## src/design/spcd_pkg.sv

```systemverilog
// Shared constants, codes and types of the square-pulse correlation detector.
package spcd_pkg;

	localparam int PEAK_BITS     = 24;
	localparam int THR_BITS      = 17;
	localparam int MINP_BITS     = 24;
	localparam int CFG_DATA_BITS = 24;
	localparam int FRAME_BITS    = 32;
	localparam int FRAC_SHIFT    = 32;
	localparam int MUL_OP_BITS   = 34;
	localparam int IN_DATA_BITS  = 32;
	localparam int OUT_DATA_BITS = 88;

	localparam logic [THR_BITS-1:0]   THR_RESET  = 17'd16384;
	localparam logic [MINP_BITS-1:0]  MINP_RESET = 24'd4194;
	localparam logic [PEAK_BITS-1:0]  PEAK_MAX   = 24'hFF_FFFF;
	localparam logic [FRAME_BITS-1:0] FRAME_MAX  = 32'hFFFF_FFFF;

	typedef enum logic [0:0] {
		CFG_DETECT_THRESHOLD = 1'b0,
		CFG_MIN_PEAK         = 1'b1
	} cfg_idx_t;

	typedef enum logic [2:0] {
		ST_IDLE,
		ST_LOAD,
		ST_WALK,
		ST_TT,
		ST_TW,
		ST_SQ,
		ST_WAIT,
		ST_EMIT
	} state_t;

	typedef struct packed {
		logic done;
		logic ge;
	} cmp_stat_t;

endpackage

```

## src/design/spcd_sqcmp.sv

```systemverilog
// Bit-serial compare of (S*S << 32) against E*TW, one multiplier bit per cycle.
module spcd_sqcmp
	import spcd_pkg::*;
#(
	parameter int SW  = 33,
	parameter int EW  = 57,
	parameter int TWW = 43,
	parameter int CW  = 101,
	parameter int NB  = 43
) (
	input  logic           clk,
	input  logic           arst_n,
	input  logic           start,
	input  logic [SW-1:0]  s_mag,
	input  logic [EW-1:0]  energy,
	input  logic [TWW-1:0] tw,
	output cmp_stat_t      stat
);

	localparam int NBW = $clog2(NB + 1);

	logic [CW-1:0]  lsh_q, rsh_q, lacc_q, racc_q;
	logic [SW-1:0]  lmul_q;
	logic [TWW-1:0] rmul_q;
	logic [NBW-1:0] bit_q;
	logic           busy_q, done_q;

	always_ff @(posedge clk or negedge arst_n) begin
		if (!arst_n) begin
			busy_q <= 1'b0;
			done_q <= 1'b0;
			bit_q  <= '0;
		end else begin
			done_q <= 1'b0;
			if (start) begin
				busy_q <= 1'b1;
				bit_q  <= '0;
			end else if (busy_q) begin
				bit_q <= bit_q + NBW'(1);
				if (bit_q == NBW'(NB - 1)) begin
					busy_q <= 1'b0;
					done_q <= 1'b1;
				end
			end
		end
	end

	// Both products advance together: each accumulator adds its shifted multiplicand
	// when the current multiplier bit is set.
	always_ff @(posedge clk) begin
		if (start) begin
			lsh_q  <= CW'(s_mag) << FRAC_SHIFT;
			rsh_q  <= CW'(energy);
			lmul_q <= s_mag;
			rmul_q <= tw;
			lacc_q <= '0;
			racc_q <= '0;
		end else if (busy_q) begin
			if (lmul_q[0]) begin
				lacc_q <= lacc_q + lsh_q;
			end
			if (rmul_q[0]) begin
				racc_q <= racc_q + rsh_q;
			end
			lsh_q  <= lsh_q << 1;
			rsh_q  <= rsh_q << 1;
			lmul_q <= lmul_q >> 1;
			rmul_q <= rmul_q >> 1;
		end
	end

	assign stat.done = done_q;
	assign stat.ge   = (lacc_q >= racc_q);

	a_start_idle: assert property (@(posedge clk) disable iff (!arst_n)
		start |-> !busy_q)
		else $error("compare started while busy");

	a_done_after_busy: assert property (@(posedge clk) disable iff (!arst_n)
		done_q |-> $past(busy_q))
		else $error("compare done without a run");

	a_racc_grows: assert property (@(posedge clk) disable iff (!arst_n)
		(busy_q && !start) |=> (racc_q >= $past(racc_q)))
		else $error("energy product accumulator decreased");

endmodule

```

## config.mk

```make
export PLATFORM = sky130hd
export DESIGN_NAME = spcd_sqcmp
export DESIGN_NICKNAME = d
export VERILOG_FILES = /design/src/design/spcd_pkg.sv /design/src/design/spcd_sqcmp.sv
export SDC_FILE = /design/constraint.sdc
export NUM_CORES = 1
export LEC_CHECK = 0
export BUFFER_PORTS_ARGS = -buffer_cell sky130_fd_sc_hd__buf_4
export CORE_MARGIN = 10
export CORE_UTILIZATION = 45
export DETAILED_ROUTE_END_ITERATION = 10
export GPL_TIMING_DRIVEN = 0
export HOLD_SLACK_MARGIN = 0.12
export PLACE_DENSITY_LB_ADDON = 0.25
export SYNTH_ARGS = -nofsm -noshare
export SYNTH_HDL_FRONTEND = slang
export SYNTH_SLANG_ARGS = --single-unit
```

## constraint.sdc

```tcl
create_clock -name clk -period 7.7 [get_ports clk]
set_clock_uncertainty 0.2 [all_clocks]
set_input_delay 1.155 -clock clk [delete_from_list [all_inputs] [get_ports clk]]
set_output_delay 1.155 -clock clk [all_outputs]
set_load 0.1 [all_outputs]
```

==> impl_results.md <==
- Status: complete, no violations
- Vias in the first global route: 23000
- Antenna violations before repair: 3
- WL per Instance: 19.0 um
- Num CTS Buffers: 49
- Clk buf depth: 3
- DP HPWL: 61300 um
- Worst hold slack: 0.168 ns
- CTS tree: yes
- Top cells by area, synth: dfxtp_1, edfxtp_1, ha_1
- Setup Buffers After CTS: 0
- Clock power share: 34.6%
- P_leak: 14.2 nW
- Max-Slew Margin vs Limit: 18.2%
- Worst Tran Pin Value: 1.23 ns
- IO Pins: 138
- Full die area: 0.0722 mm2
- R2r setup slk: 3.40 ns
- 1st-iter DRT viols: 1576
- Internal: 0.00474 W
- Wire length of the first global-routing pass: 126000 um
- Share of layout cells above drive strength 1: 11.5%
- Die Span Y: 269 um
- DRT Pass-1 Iters: 5
- Vias per cell: 5.61
- Die Width: 269 um
- Core ar.: 0.0615 mm2
- Reg2reg path depth: 13
- Synthesis-to-layout area growth: 13.6%
- Worst-Skew Late Latency: 0.63 ns
- Placed Area: 0.0299 mm2
- Crit-path max cell delay: 0.76 ns
- Buf/Inv on CP: 2
- Pwr dens: 225 mW/mm2
- Tmin final: 5.92 ns
- Sinks on Clock Net: 424
- Max Cap Viol: 0
- Area leader, netlist: dfxtp_1
- Nets: 3765
- CP startpoint kind: flip-flop
- Largest net degree at the start of global routing: 86
- DRT Wirelength: 80000 um
- Netlist Area Pre-Place: 0.0278 mm2
- Post-synth EDFFs: 166
- CP Class: flip-flop to output port
- Resized cells post-CTS: 0
- Post-Syn Instances: 3199
- Cell breakdown of the critical path: inv_1 -> ha_1 -> a21o_1 -> a21o_1 -> a21o_1 -> a21o_1 -> a21o_1 -> a21o_1 -> a21oi_1 -> nor3_1 -> a211oi_1 -> nor2_1 -> nor4_1 -> o21ai_0 -> buf_4
- Synthesized area per cell: 8.70 um2
- Remaining global-route overflow: 0
- Clock slew at reported path FFs: 0.06 ns
- Seq/Total Area, Yosys: 36.6%
- F_max: 169 MHz
- DP Cell Count: 4127
- Final slew viol count: 0
- Main flop type after synthesis: dfxtp_1
- Worst EP arrival: 4.57 ns
- RR Endpoint: lacc_q[93]
- I/O Buffers: 136
- Routability cong.: 0.927
- Yosys cell types: 92
- Ys async rst share: 1.89%
- Final Cycle Share: 76.9%
- Worst-path fanout max: 3
- Most common cell on crit path: a21o_1
- Top cell type's share of synthesized area: 18.0%
- Fin area: 0.0316 mm2
- Final setup violation count: 0
- Reg power frac: 38.0%
- Crit-path slowest cell: nor4_1
- Antenna Violating Nets Remaining: 0
- FF-to-FF Start: lacc_q[33]
- Row count: 91
- Final Hold Fails: 0
- TNS Setup: 0 ns
- Count leader, synth: nand2_1
- Post-synthesis register bit count: 424
- Switch share: 33.4%
- Syn nets: 3576
- Hold buffers post-CTS: 0
- Net Sw Power: 0.00237 W
- Gate power share: 27.5%
- Req. time, crit path: 6.34 ns
- Remaining DRCs: 0
- Crit-path leading delay family: compound AO/OA/AOI/OAI gates
- Hold crit path type: primary input to async pin
- Maximum VDD drop: 0.193 mV
- Root buffer cell: clkbuf_16
- Synth top cells by count: nand2_1, a21oi_1, dfxtp_1, ha_1, nor2_1
- Gr usage total: 21.9%
- Vias: 23700
- Worst Setup End Kind: output port
- Starting Density: 45.3%
- H-Tree Depth: 2
- RSZ-0062 raised after global routing: false
- Non-Filler Instances: 4221
- Synth warnings: 0
## through the flow
step / power [W] / util (%) / setup slack (ns)
floorplan: 0.00413 / - / 1.72
global placement: 0.00465 / 48.5 / -2.09
detailed placement: 0.00467 / 48.6 / 2.27
CTS: 0.00713 / 51.4 / 1.92
finish: 0.00711 / 51.4 / 1.78
global route: 0.00748 / 51.4 / 1.72
## worst reg2reg max path, cell delays in order (launching register included)
cell and delay, ns:
dfxtp_1 0.49, ha_1 0.32, a211oi_2 0.25, o21bai_1 0.13, a21oi_1 0.29, nor4_1 0.17, o311ai_1 0.64, a21oi_1 0.28
a41o_1 0.39, a31oi_1 0.39, o21bai_1 0.15, xor2_1 0.23, nand2_1 0.08, a21oi_1 0.17
## metal layers
layer | up-vias | share of wire, % | track usage (%)
met5 | - | 0.040 | 0
met4 | 4 | 3.6 | 8.08
met3 | 146 | 5.8 | 3.56
met2 | 582 | 46 | 36.0
met1 | 11100 | 45 | 28.6
li1 | 11800 | - | -
## cells by family after synthesis
family	count (synthesis)	share of synthesized area, %
compound gates	911	20.6
xor+xnor	158	4.97
fa+ha+maj	241	10.9
buf+inv	360	5.02
flops	424	36.6
mux	180	6.92
simple gates	925	15.0
## layout by cell type, fill, tap and decap left out, types with 36 or more instances in the layout
master,Yosys,layout
nand3_1,36,36
inv_1,188,187
a21oi_1,371,371
o21ai_0,178,178
a21o_1,122,122
xor2_1,63,63
edfxtp_1,166,166
nand4_1,82,82
mux2i_1,81,81
mux2_2,98,98
nor2_1,223,223
o21bai_1,52,52
xnor2_1,95,95
clkbuf_16,0,50
dfxtp_1,250,250
clkbuf_1,128,137
nand2_1,417,417
buf_4,2,138
ha_1,239,239
## power groups by stage
stage	sequential [W]	clock, W	combinational (W)
2_1_floorplan	0.00267	0	0.00146
3_3_place_gp	0.00274	0	0.00191
3_5_place_dp	0.00275	0	0.00192
4_1_cts	0.00270	0.00250	0.00194
5_1_grt	0.00272	0.00258	0.00218
6_report	0.00270	0.00246	0.00195
## worst max path at each step
stage | to | start | slack (ns) | depth (start not counted)
3_5_place_dp | rsh_q[27] | start | 2.27 | 6
3_3_place_gp | rsh_q[27] | start | -2.09 | 5
2_1_floorplan | lmul_q[0] | start | 1.72 | 5
5_1_grt | stat[0] | racc_q[62] | 1.72 | 15
4_1_cts | stat[0] | racc_q[62] | 1.92 | 15
6_report | stat[0] | racc_q[62] | 1.78 | 15
## cell type report
| type | instances | area [um2] |
|---|---|---|
| diodes | 2 | 5.00 |
| plain buffers | 172 | 691 |
| clock buffers | 67 | 1400 |
| clock inverters | 25 | 300 |
| fillers | 5936 | 29900 |
| inverters | 188 | 713 |
| multi-input cells | 2415 | 16300 |
| flip-flops and latches | 424 | 10200 |
| well taps | 790 | 988 |
| repair buffers | 138 | 1080 |
## flip-flops by register name, indices dropped and copies added, names as in the netlist
register and cells:
bit_q 6, lacc_q 69, racc_q 101, rmul_q 43, lmul_q 33, busy_q 1, lsh_q 69, rsh_q 101
done_q 1
No activity file was read; power rests on OpenSTA's default activity.
